$ cat config.mk
export PLATFORM = sky130hd
export DESIGN_NAME = jac_front
export DESIGN_NICKNAME = d
export VERILOG_FILES = /design/src/hw/rtl/jac_pkg.sv /design/src/hw/rtl/jac_front.sv
export SDC_FILE = /design/constraint.sdc
export NUM_CORES = 1
export LEC_CHECK = 0
export ABC_AREA = 1
export BUFFER_PORTS_ARGS = -buffer_cell sky130_fd_sc_hd__buf_4
export CORE_AREA = 2 2 83 85
export DETAILED_ROUTE_END_ITERATION = 10
export DIE_AREA = 0 0 85 87
export MAX_ROUTING_LAYER = met4
export PLACE_DENSITY = 0.8
export SYNTH_ARGS = -nofsm -noshare
export SYNTH_HDL_FRONTEND = slang
export SYNTH_SLANG_ARGS = --single-unit
$ cat constraint.sdc
create_clock -name vclk -period 1.4
set_input_delay 0.28 -clock vclk [all_inputs]
set_output_delay 0.28 -clock vclk [all_outputs]
set_load 0.005 [all_outputs]
$ cat src/hw/rtl/jac_pkg.sv
// Shared types, constants and tables for the joint angle calibrator.
`timescale 1ns / 1ps

package jac_pkg;

    // Table guide points by default
    localparam int TABLE_POINTS_DEF = 5;

    // Angle limits and fixed-point constants
    localparam int          ANGLE_MAX    = 18000;
    localparam logic [16:0] SCALE_ONE    = 17'd4096;
    localparam logic [16:0] SCALE_MAX    = 17'd131071;
    localparam logic [25:0] SCALE_NUM    = 26'd36864000;
    localparam int          CORDIC_STEPS = 18;
    localparam int          SQRT_STEPS   = 32;
    localparam int          DIV_STEPS    = 26;
    localparam int          MUL_STEPS    = 9;
    localparam logic signed [24:0] DEG90_Q8 = 25'sd2304000;

    // Configuration port
    localparam int               CFG_INDEX_W    = 2;
    localparam int               CFG_DATA_W     = 15;
    localparam logic [1:0]       CFG_MOUNT_FLIP = 2'd0;
    localparam logic [1:0]       CFG_MIN_SPAN   = 2'd1;
    localparam logic             MOUNT_FLIP_RST = 1'b1;
    localparam logic [14:0]      MIN_SPAN_RST   = 15'd500;

    typedef enum logic [2:0] {
        OP_MEASURE = 3'd0,
        OP_TABLE   = 3'd1,
        OP_HUMAN   = 3'd2,
        OP_CAPTURE = 3'd3,
        OP_QUIT    = 3'd4
    } op_t;

    typedef enum logic [2:0] {
        ST_OK        = 3'd0,
        ST_MISSING   = 3'd1,
        ST_INACTIVE  = 3'd2,
        ST_SPAN      = 3'd3,
        ST_CAPTURED  = 3'd4,
        ST_COMPLETE  = 3'd5
    } status_t;

    typedef enum logic [3:0] {
        BK_IDLE,
        BK_MUL,
        BK_PREP,
        BK_SQR,
        BK_SQRT,
        BK_SETUP,
        BK_NORM,
        BK_ROT,
        BK_FIN,
        BK_DECIDE,
        BK_DIV,
        BK_CAL,
        BK_OUT
    } back_state_t;

    typedef struct packed {
        logic [2:0]         operation;
        logic signed [15:0] upper_x;
        logic signed [15:0] upper_y;
        logic signed [15:0] upper_z;
        logic signed [15:0] lower_x;
        logic signed [15:0] lower_y;
        logic signed [15:0] lower_z;
        logic               upper_valid;
        logic               lower_valid;
    } item_t;

    typedef struct packed {
        logic [2:0]         status;
        logic [14:0]        calibrated_angle;
        logic [14:0]        raw_angle;
        logic signed [15:0] capture_error;
        logic [2:0]         guide_step;
        logic               zero_captured;
    } result_t;

    // Classified request handed from the front to the back
    typedef struct packed {
        op_t                op;
        logic signed [16:0] ax;
        logic signed [16:0] ay;
        logic signed [16:0] az;
        logic signed [16:0] bx;
        logic signed [16:0] by;
        logic signed [16:0] bz;
        logic               ok;
        logic               skip;
    } work_t;

    // CORDIC rotation angles, 1/256 centidegree
    function automatic logic [20:0] atan_q8(input logic [4:0] i);
        logic [20:0] v;
        unique case (i)
            5'd0:  v = 21'd1152000;
            5'd1:  v = 21'd680065;
            5'd2:  v = 21'd359328;
            5'd3:  v = 21'd182400;
            5'd4:  v = 21'd91554;
            5'd5:  v = 21'd45822;
            5'd6:  v = 21'd22916;
            5'd7:  v = 21'd11459;
            5'd8:  v = 21'd5730;
            5'd9:  v = 21'd2865;
            5'd10: v = 21'd1432;
            5'd11: v = 21'd716;
            5'd12: v = 21'd358;
            5'd13: v = 21'd179;
            5'd14: v = 21'd90;
            5'd15: v = 21'd45;
            5'd16: v = 21'd22;
            5'd17: v = 21'd11;
            default: v = 21'd0;
        endcase
        return v;
    endfunction

endpackage

$ cat src/hw/rtl/jac_front.sv
// Front end: accepts requests, applies mount correction and classifies them.
`timescale 1ns / 1ps

module jac_front
    import jac_pkg::*;
(
    input  item_t item,
    input  logic  item_valid,
    output logic  item_ready,
    input  logic  mount_flip,
    input  logic  q_full,
    output logic  push,
    output work_t push_data
);

    logic ok;
    logic upper_zero;
    logic lower_zero;
    op_t  op;

    // Accept whenever the queue has room
    assign item_ready = !q_full;
    assign push       = item_valid && !q_full;

    // Detect missing sensors and zero vectors
    assign ok         = item.upper_valid && item.lower_valid;
    assign upper_zero = (item.upper_x == 16'sd0) && (item.upper_y == 16'sd0)
                        && (item.upper_z == 16'sd0);
    assign lower_zero = (item.lower_x == 16'sd0) && (item.lower_y == 16'sd0)
                        && (item.lower_z == 16'sd0);

    // Map unused operation codes onto measure
    always_comb
    begin
        unique case (item.operation)
            OP_TABLE:   op = OP_TABLE;
            OP_HUMAN:   op = OP_HUMAN;
            OP_CAPTURE: op = OP_CAPTURE;
            OP_QUIT:    op = OP_QUIT;
            default:    op = OP_MEASURE;
        endcase
    end

    // Build the work entry, negating lower y and z when mounted flipped
    always_comb
    begin
        push_data.op   = op;
        push_data.ax   = 17'(item.upper_x);
        push_data.ay   = 17'(item.upper_y);
        push_data.az   = 17'(item.upper_z);
        push_data.bx   = 17'(item.lower_x);
        push_data.by   = mount_flip ? -17'(item.lower_y) : 17'(item.lower_y);
        push_data.bz   = mount_flip ? -17'(item.lower_z) : 17'(item.lower_z);
        push_data.ok   = ok;
        push_data.skip = !ok || upper_zero || lower_zero;
    end

endmodule

==> flow_summary.toml <==
[status]
status = "finished, violations left"
failed_checks = "negative setup slack"

[route]
drt-pass1-iter-count = 4
dr.first_iter.drc_count = 49
post_drt_via_cell_ratio = 4.522
postRouteAntennaNets = 0
routed_wl_mm = 8.878
vias = 2695
wl_per_cell_um = 14.90
drc = 0

[global_route]
grt_overflow = 0
grt_max_degree = 17
grt_pass1_vias = 2582
grt_pass1_wl_mm = 12.48
antenna_found_initial = 0
track_usage_pct = 21.19

[cells_and_area]
mostFrequentLayoutCells = "buf_4 (238), nand2_1 (56), nor2_1 (52)"
nNetsFinal = 624
utilization_pct = 57.62
antenna_cells = 0
clockBufferCount = 0
fillCellCount = 586
drive_gt1_share_pct = 66.86
seqCellArea_um2 = 0
final_common_cell = "buf_4"
syn2layout_area_growth_pct = 118.4
seq_cell_count = 0
multi_input_area_um2 = 1363

[worst_hold_path]
min-delay-start = "item[58]"
min_path_type = "in -> out"
min_to = "push_data[61]"
whs_path_depth = 2

[cts]
ctsHoldBuffers = 0

[timing]
rsz0062_at_grt = "true"
slew_headroom_pct = 81.76
slew_viol_final = 0
tightest_slew_ns = 0.2713
fmax_ghz = 0.5581
period_share_pct = 128.0
hold_viol = 0
hold_slack_ns = 0.7373
fin_ws_ns = -0.3917
fin_crit_ns = 1.792
finalSetupViolCount = 23
fin_setup_tns_ns = -3.491

[logic_synthesis]
syn_inst = 320
syn_nets = 426
synth_area_per_cell_um2 = 5.415
ys_warn_count = 0
ys_types = 27
syn-cell-area_um2 = 1733
yosysSeqAreaShare_pct = 0

[critical_path]
worstSetupEndpointType = "output port"
critPathRequiredTime_ns = 1.12
slowest_delay_ns = 0.23
arrival_ns = 1.51
path_cells = "buf_8 > clkinv_4 > ha_4 > inv_4 > nor2_4 > nand4_1 > buf_4 > o21ai_2 > nand2_1 > nand2_1 > buf_4"
crit_type = "in -> out"
crit_path_max_fanout = 3
crit_slowest_cell = "buf_4"
start_kind = "input port"

[power]
powerDensity_nw_per_um2 = 313.7
p_leak_nw = 2.020
power_mw = 1.187
vdd_drop_max_mv = 0.1901

[die]
die_y_um = 87
initial_core_util_pct = 26.38
coreArea_um2 = 6569
io_pins = 213
row_count = 30
die_x_um = 85
dieArea_um2 = 7395

[place]
io_buffers = 213
gp_congestion = 0.9165
dpl.hpwl_mm = 6.979
dp_slack_ns = -0.3522

[run]
cap_violations = 0
metal layers:
| metal | GRT usage (%) | part of all wire [%] |
|---|---|---|
| met1 | 24.12 | 36 |
| met2 | 38.28 | 51 |
| met3 | 5.972 | 11 |
| met4 | 2.165 | 2.1 |
| met5 | - | 0 |
area by class of cell:
type	count	area share (%)
inverter	35	4.132
multi-input combinational	211	36.00
timing repair buffer	270	57.22
tap	80	2.645
what timing repair did:
| action | CTS | global route |
|---|---|---|
| resized for setup | 72 | 61 |
| setup buffers | 3 | 6 |
| setup endpoints to repair | 28 | 30 |
| pin swaps | 38 | 36 |
| endpoints found under the hold margin | 0 | 0 |
| gates cloned | 0 | 0 |
worst max-delay path by stage:
stage	cells past startpoint	slack [ns]	start	endpoint
3_3_place_gp	10	-0.33	item[2]	push_data[18]
3_5_place_dp	10	-0.35	item[2]	push_data[18]
5_1_grt	11	-0.46	item[3]	push_data[12]
6_report	11	-0.39	item[2]	push_data[12]
4_1_cts	10	-0.24	item[3]	push_data[10]
2_1_floorplan	9	0.04	item[2]	push_data[14]
kinds of logic after synthesis:
logic type | after synthesis | share of synthesized area [%]
and+or+nand+nor | 172 | 42.67
buffers and inverters | 109 | 39.49
xor gates and xnor gates | 19 | 9.603
AOI/OAI and AO/OA | 18 | 6.787
adders and majority gates | 2 | 1.444
synth_stat cells, types with 3 or more instances:
| cell type | count | area share, % |
|---|---|---|
| xnor2_1 | 5 | 2.5 |
| inv_1 | 32 | 6.9 |
| a21oi_1 | 3 | 0.87 |
| nand2_2 | 4 | 1.4 |
| nand2_1 | 73 | 16 |
| nand3_1 | 13 | 3.8 |
| nor2_4 | 3 | 1.9 |
| nor2_2 | 4 | 1.4 |
| buf_4 | 73 | 32 |
| o21ai_0 | 8 | 2.3 |
| xor2_1 | 14 | 7.1 |
| nor2_1 | 67 | 15 |
| nand4_1 | 3 | 1.1 |
power by group:
part / total [mW] / leakage (nW) / internal [mW] / switching [mW]
clock network: 0 / 0 / 0 / 0
logic: 1.19 / 2.02 / 0.692 / 0.495
registers: 0 / 0 / 0 / 0
total: 1.19 / 2.02 / 0.692 / 0.495
worst max-delay path: cells and delay by family:
family / cells / cell delay (ns)
AO/OA/AOI/OAI: 1 / 0.11
adder cells (fa/ha/maj): 1 / 0.13
buffers and inverters: 5 / 0.52
AND/OR/NAND/NOR: 4 / 0.47
metrics by stage:
step           instances  area (µm²)
2_1_floorplan        320        1733
3_3_place_gp         591        3269
3_5_place_dp         591        3269
4_1_cts              593        3553
5_1_grt              596        3785
6_report             596        3785
Power figures use the tool's default switching activity.
