===== config.mk =====
export PLATFORM = sky130hd
export DESIGN_NAME = jac_queue
export DESIGN_NICKNAME = d
export VERILOG_FILES = /design/src/hw/rtl/jac_pkg.sv /design/src/hw/rtl/jac_queue.sv
export SDC_FILE = /design/constraint.sdc
export NUM_CORES = 1
export LEC_CHECK = 0
export BUFFER_PORTS_ARGS = -buffer_cell sky130_fd_sc_hd__buf_4
export CORE_MARGIN = 2
export CORE_UTILIZATION = 56
export DETAILED_ROUTE_END_ITERATION = 10
export PLACE_DENSITY = 0.85
export SLEW_MARGIN = 20
export SYNTH_ARGS = -nofsm -noshare
export SYNTH_HDL_FRONTEND = slang
export SYNTH_SLANG_ARGS = --single-unit

===== constraint.sdc =====
create_clock -name clk -period 10.7 [get_ports clk]
set_input_delay 1.605 -clock clk [delete_from_list [all_inputs] [get_ports clk]]
set_output_delay 1.605 -clock clk [all_outputs]
set_load 0.1 [all_outputs]

===== src/hw/rtl/jac_pkg.sv =====
// Shared types, constants and tables for the joint angle calibrator.
`timescale 1ns / 1ps

package jac_pkg;

    // Table guide points by default
    localparam int TABLE_POINTS_DEF = 5;

    // Angle limits and fixed-point constants
    localparam int          ANGLE_MAX    = 18000;
    localparam logic [16:0] SCALE_ONE    = 17'd4096;
    localparam logic [16:0] SCALE_MAX    = 17'd131071;
    localparam logic [25:0] SCALE_NUM    = 26'd36864000;
    localparam int          CORDIC_STEPS = 18;
    localparam int          SQRT_STEPS   = 32;
    localparam int          DIV_STEPS    = 26;
    localparam int          MUL_STEPS    = 9;
    localparam logic signed [24:0] DEG90_Q8 = 25'sd2304000;

    // Configuration port
    localparam int               CFG_INDEX_W    = 2;
    localparam int               CFG_DATA_W     = 15;
    localparam logic [1:0]       CFG_MOUNT_FLIP = 2'd0;
    localparam logic [1:0]       CFG_MIN_SPAN   = 2'd1;
    localparam logic             MOUNT_FLIP_RST = 1'b1;
    localparam logic [14:0]      MIN_SPAN_RST   = 15'd500;

    typedef enum logic [2:0] {
        OP_MEASURE = 3'd0,
        OP_TABLE   = 3'd1,
        OP_HUMAN   = 3'd2,
        OP_CAPTURE = 3'd3,
        OP_QUIT    = 3'd4
    } op_t;

    typedef enum logic [2:0] {
        ST_OK        = 3'd0,
        ST_MISSING   = 3'd1,
        ST_INACTIVE  = 3'd2,
        ST_SPAN      = 3'd3,
        ST_CAPTURED  = 3'd4,
        ST_COMPLETE  = 3'd5
    } status_t;

    typedef enum logic [3:0] {
        BK_IDLE,
        BK_MUL,
        BK_PREP,
        BK_SQR,
        BK_SQRT,
        BK_SETUP,
        BK_NORM,
        BK_ROT,
        BK_FIN,
        BK_DECIDE,
        BK_DIV,
        BK_CAL,
        BK_OUT
    } back_state_t;

    typedef struct packed {
        logic [2:0]         operation;
        logic signed [15:0] upper_x;
        logic signed [15:0] upper_y;
        logic signed [15:0] upper_z;
        logic signed [15:0] lower_x;
        logic signed [15:0] lower_y;
        logic signed [15:0] lower_z;
        logic               upper_valid;
        logic               lower_valid;
    } item_t;

    typedef struct packed {
        logic [2:0]         status;
        logic [14:0]        calibrated_angle;
        logic [14:0]        raw_angle;
        logic signed [15:0] capture_error;
        logic [2:0]         guide_step;
        logic               zero_captured;
    } result_t;

    // Classified request handed from the front to the back
    typedef struct packed {
        op_t                op;
        logic signed [16:0] ax;
        logic signed [16:0] ay;
        logic signed [16:0] az;
        logic signed [16:0] bx;
        logic signed [16:0] by;
        logic signed [16:0] bz;
        logic               ok;
        logic               skip;
    } work_t;

    // CORDIC rotation angles, 1/256 centidegree
    function automatic logic [20:0] atan_q8(input logic [4:0] i);
        logic [20:0] v;
        unique case (i)
            5'd0:  v = 21'd1152000;
            5'd1:  v = 21'd680065;
            5'd2:  v = 21'd359328;
            5'd3:  v = 21'd182400;
            5'd4:  v = 21'd91554;
            5'd5:  v = 21'd45822;
            5'd6:  v = 21'd22916;
            5'd7:  v = 21'd11459;
            5'd8:  v = 21'd5730;
            5'd9:  v = 21'd2865;
            5'd10: v = 21'd1432;
            5'd11: v = 21'd716;
            5'd12: v = 21'd358;
            5'd13: v = 21'd179;
            5'd14: v = 21'd90;
            5'd15: v = 21'd45;
            5'd16: v = 21'd22;
            5'd17: v = 21'd11;
            default: v = 21'd0;
        endcase
        return v;
    endfunction

endpackage


===== src/hw/rtl/jac_queue.sv =====
// Two-entry queue between the front end and the compute back end.
`timescale 1ns / 1ps

module jac_queue
    import jac_pkg::*;
(
    input  logic  clk,
    input  logic  rst_n,
    input  logic  push,
    input  work_t push_data,
    output logic  full,
    input  logic  pop,
    output work_t pop_data,
    output logic  empty
);

    work_t      mem [2];
    logic       wr_ptr_reg;
    logic       wr_ptr_next;
    logic       rd_ptr_reg;
    logic       rd_ptr_next;
    logic [1:0] count_reg;
    logic [1:0] count_next;

    assign full     = (count_reg == 2'd2);
    assign empty    = (count_reg == 2'd0);
    assign pop_data = mem[rd_ptr_reg];

    // Advance pointers and occupancy
    always_comb
    begin
        wr_ptr_next = push ? !wr_ptr_reg : wr_ptr_reg;
        rd_ptr_next = pop ? !rd_ptr_reg : rd_ptr_reg;
        count_next  = count_reg + {1'b0, push} - {1'b0, pop};
    end

    always_ff @(posedge clk or negedge rst_n)
    begin
        if (!rst_n)
        begin
            wr_ptr_reg <= 1'b0;
            rd_ptr_reg <= 1'b0;
            count_reg  <= 2'd0;
        end
        else
        begin
            wr_ptr_reg <= wr_ptr_next;
            rd_ptr_reg <= rd_ptr_next;
            count_reg  <= count_next;
        end
    end

    // Store entries
    always_ff @(posedge clk)
    begin
        if (push)
        begin
            mem[wr_ptr_reg] <= push_data;
        end
    end

endmodule


==> metrics.md <==
| Metric | Value |
|---|---|
| Fin nets | 696 |
| Worst setup SP type | flop |
| Clk slew on worst S/H paths | 0.06 ns |
| Post-DP HPWL | between 9000 and 10000 µm |
| Max-slew violations | 0 |
| Layout cell share with drive strength beyond 1 | between 60% and 70% |
| DRT met1 WL | 5550 µm |
| Area grow syn2layout | 31.9% |
| DIE WIDTH | 123 µm |
| Clock skew | approximately 0.026 ns |
| Leading cell type in the layout, fill and taps excluded | buf_4 |
| RSZ-0062 raised after global routing | no |
| Worst-Margin Slew | 0.979 ns |
| Post-DRT Antenna Nets | 0 |
| Number of global-route vias before repair | 4280 |
| Global-route usage over all layers | 19.0% |
| Relative slew slack | 34.7% |
| Ports | 220 |
| Worst path most repeated cell | buf_4 |
| CTS buffer count | 22 |
| Initial DRC count | around 260 |
| Buffers on Ports | 219 |
| Global-route wire length before repair | 21800 µm |
| Hold crit path type | flop to flop |
| # rows | 43 |
| Vias/cell | 5.21 |
| Uppermost layer routed | met4 |
| Final Cycle Share | 41.6% |
| Drt drc | 0 |
| Hold Vio Cnt, Final | 0 |
| Mapped Cells | 348 |
| Setup tns final | 0 ns |
| Total nets after synthesis | 461 |
| Unique cell type count in the Yosys netlist | 13 |
| Post-CTS Hold Buffers | 0 |
| Number of synthesized register bits | 218 |
| Worst skew pair latency | 0.50 ns |
| DIE HEIGHT | 123 µm |
| CTS resizes | 0 |
| N_diodes | 0 |
| Yosys warnings | 0 |
| Maximum net fanout on the critical path | 75 |
| Critical path arrival | 2.85 ns |
| Max-Cap Viols | 0 |
| Crit-path max cell delay | 0.84 ns |
| Congestion Overflow GR | 0 |
| Initial antenna violation count | 0 |
| Die area | 15200 µm² |
| CTS tree | yes |
| Most frequent cells in the layout | buf_4 (223), edfxtp_1 (214), mux2_2 (87) |
| Postcts setup bufs | 0 |
| Seq/Total Area, Yosys | approximately 82% |
| WP data required | approximately 9.1 ns |
| First-pass DRT Iterations | 5 |
| Status | completed |
| Type of the worst setup path | flop to primary output |
| Vias | 4051 |
| CTS Sinks | roughly 220 |
| Syn Area/Cell | 23.0 µm² |
| Type of element capturing the critical path | primary output |
| Largest area contributor in the netlist | edfxtp_1 |
| Post-Syn Area | 7990 µm² |
| Synth top area share | about four fifths |
| Setup-failing EPs final | 0 |
| Largest cells by area after synthesis | edfxtp_1 (80%), mux2_2 (12%), mux2_4 (3.8%) |
| Clock Path Buffers | 3 |
| FILL cells | between 800 and 900 |
| WL final | between 15000 and 20000 µm |
| Wire length on met3 | 1230 µm |
| WL met2 | about 8000 µm |
| H-tree depth | 1 |
| Tmin final | between 4 and 5 ns |
| Crit-path slowest cell | buf_4 |
| Clock Root Buffer | clkbuf_16 |
| WL/cell | 19.3 µm |
| Core box area | between 10000 and 15000 µm² |
| Placer Congestion | 0.784 |
| Initial Util | a little under three fifths |
| Fmax | approximately 220 MHz |
| Max FFs per register | 214 |
| CP Cell Sequence | buf_4, mux2_2, buf_4 |
| Largest net degree at the start of global routing | between 70 and 80 |
==> metal layers <==
layer	vias to the layer above	GRT usage, %
li1	1850	-
met1	2013	23.0
met2	165	33.2
met3	23	5.17
met4	0	6.25
met5	-	0
==> worst max-delay path: cells and delay by family, from the launching register on <==
kind / cells / cell delay, ns
buffers and inverters: 2 / 1.08
DFF: 1 / 0.78
muxes: 1 / 0.44
==> layout make-up <==
| type | instances | area, µm² | share of cell area, % |
|---|---|---|---|
| Sequential cell | 218 | 6530 | 62.0 |
| Timing Repair Buffer | 223 | 1670 | 15.9 |
| Multi-Input combinational cell | 116 | 1380 | 13.1 |
| Clock buffer | 28 | 604 | 5.74 |
| Tap cell | 180 | 225 | 2.14 |
| Clock inverter | 11 | 113 | 1.07 |
| Inverter | 2 | 7.51 | 0.0713 |
==> through the flow <==
stage                     setup WS (ns)  hold slack (ns)  area (µm²)  std cells  utilization, %
after floorplan                    3.86            0.455        7990        348               -
after global placement             6.73            0.528        9820        739            70.7
after detailed placement           6.71            0.539        9820        739            70.7
after CTS                          6.19            0.554       10500        778            75.9
after global routing               6.08            0.585       10500        778            75.9
final                              6.25            0.551       10500        778            75.9
==> cells in the mapped netlist (all sizes together) <==
| library cell | n |
|---|---|
| inv | 2 |
| and2 | 1 |
| ha | 2 |
| edfxtp | 214 |
| xor2 | 2 |
| mux2 | 107 |
| nor2b | 2 |
| buf | 12 |
| xor3 | 1 |
| dfrtp | 4 |
| nor2 | 1 |
==> path summary, 6_finish.rpt <==
kind | cells past startpoint | slack (ns) | end | start
max | 3 | 6.25 | pop_data[14] | rd_ptr_reg
min | 1 | 0.55 | wr_ptr_reg | wr_ptr_reg
max reg2reg | 2 | 8.50 | mem[1][77] | wr_ptr_reg
min reg2reg | 1 | 0.55 | wr_ptr_reg | wr_ptr_reg
max in group asynchronous | 1 | 9.67 | rd_ptr_reg | rst_n
min in group asynchronous | 1 | 0.89 | count_reg[1] | rst_n
==> kinds of logic after synthesis <==
| family | after synthesis | synth area share, % |
|---|---|---|
| xor gates and xnor gates | 3 | 0.517 |
| adders and majority gates | 2 | 0.313 |
| muxes | 107 | 16.0 |
| and+or+nand+nor | 4 | 0.282 |
| buffers and inverters | 14 | 1.16 |
| DFF | 218 | 81.7 |
Power is left out: the tool's default activity adds up to more than one toggle a clock period on the data nets, which glitch-free logic cannot reach.
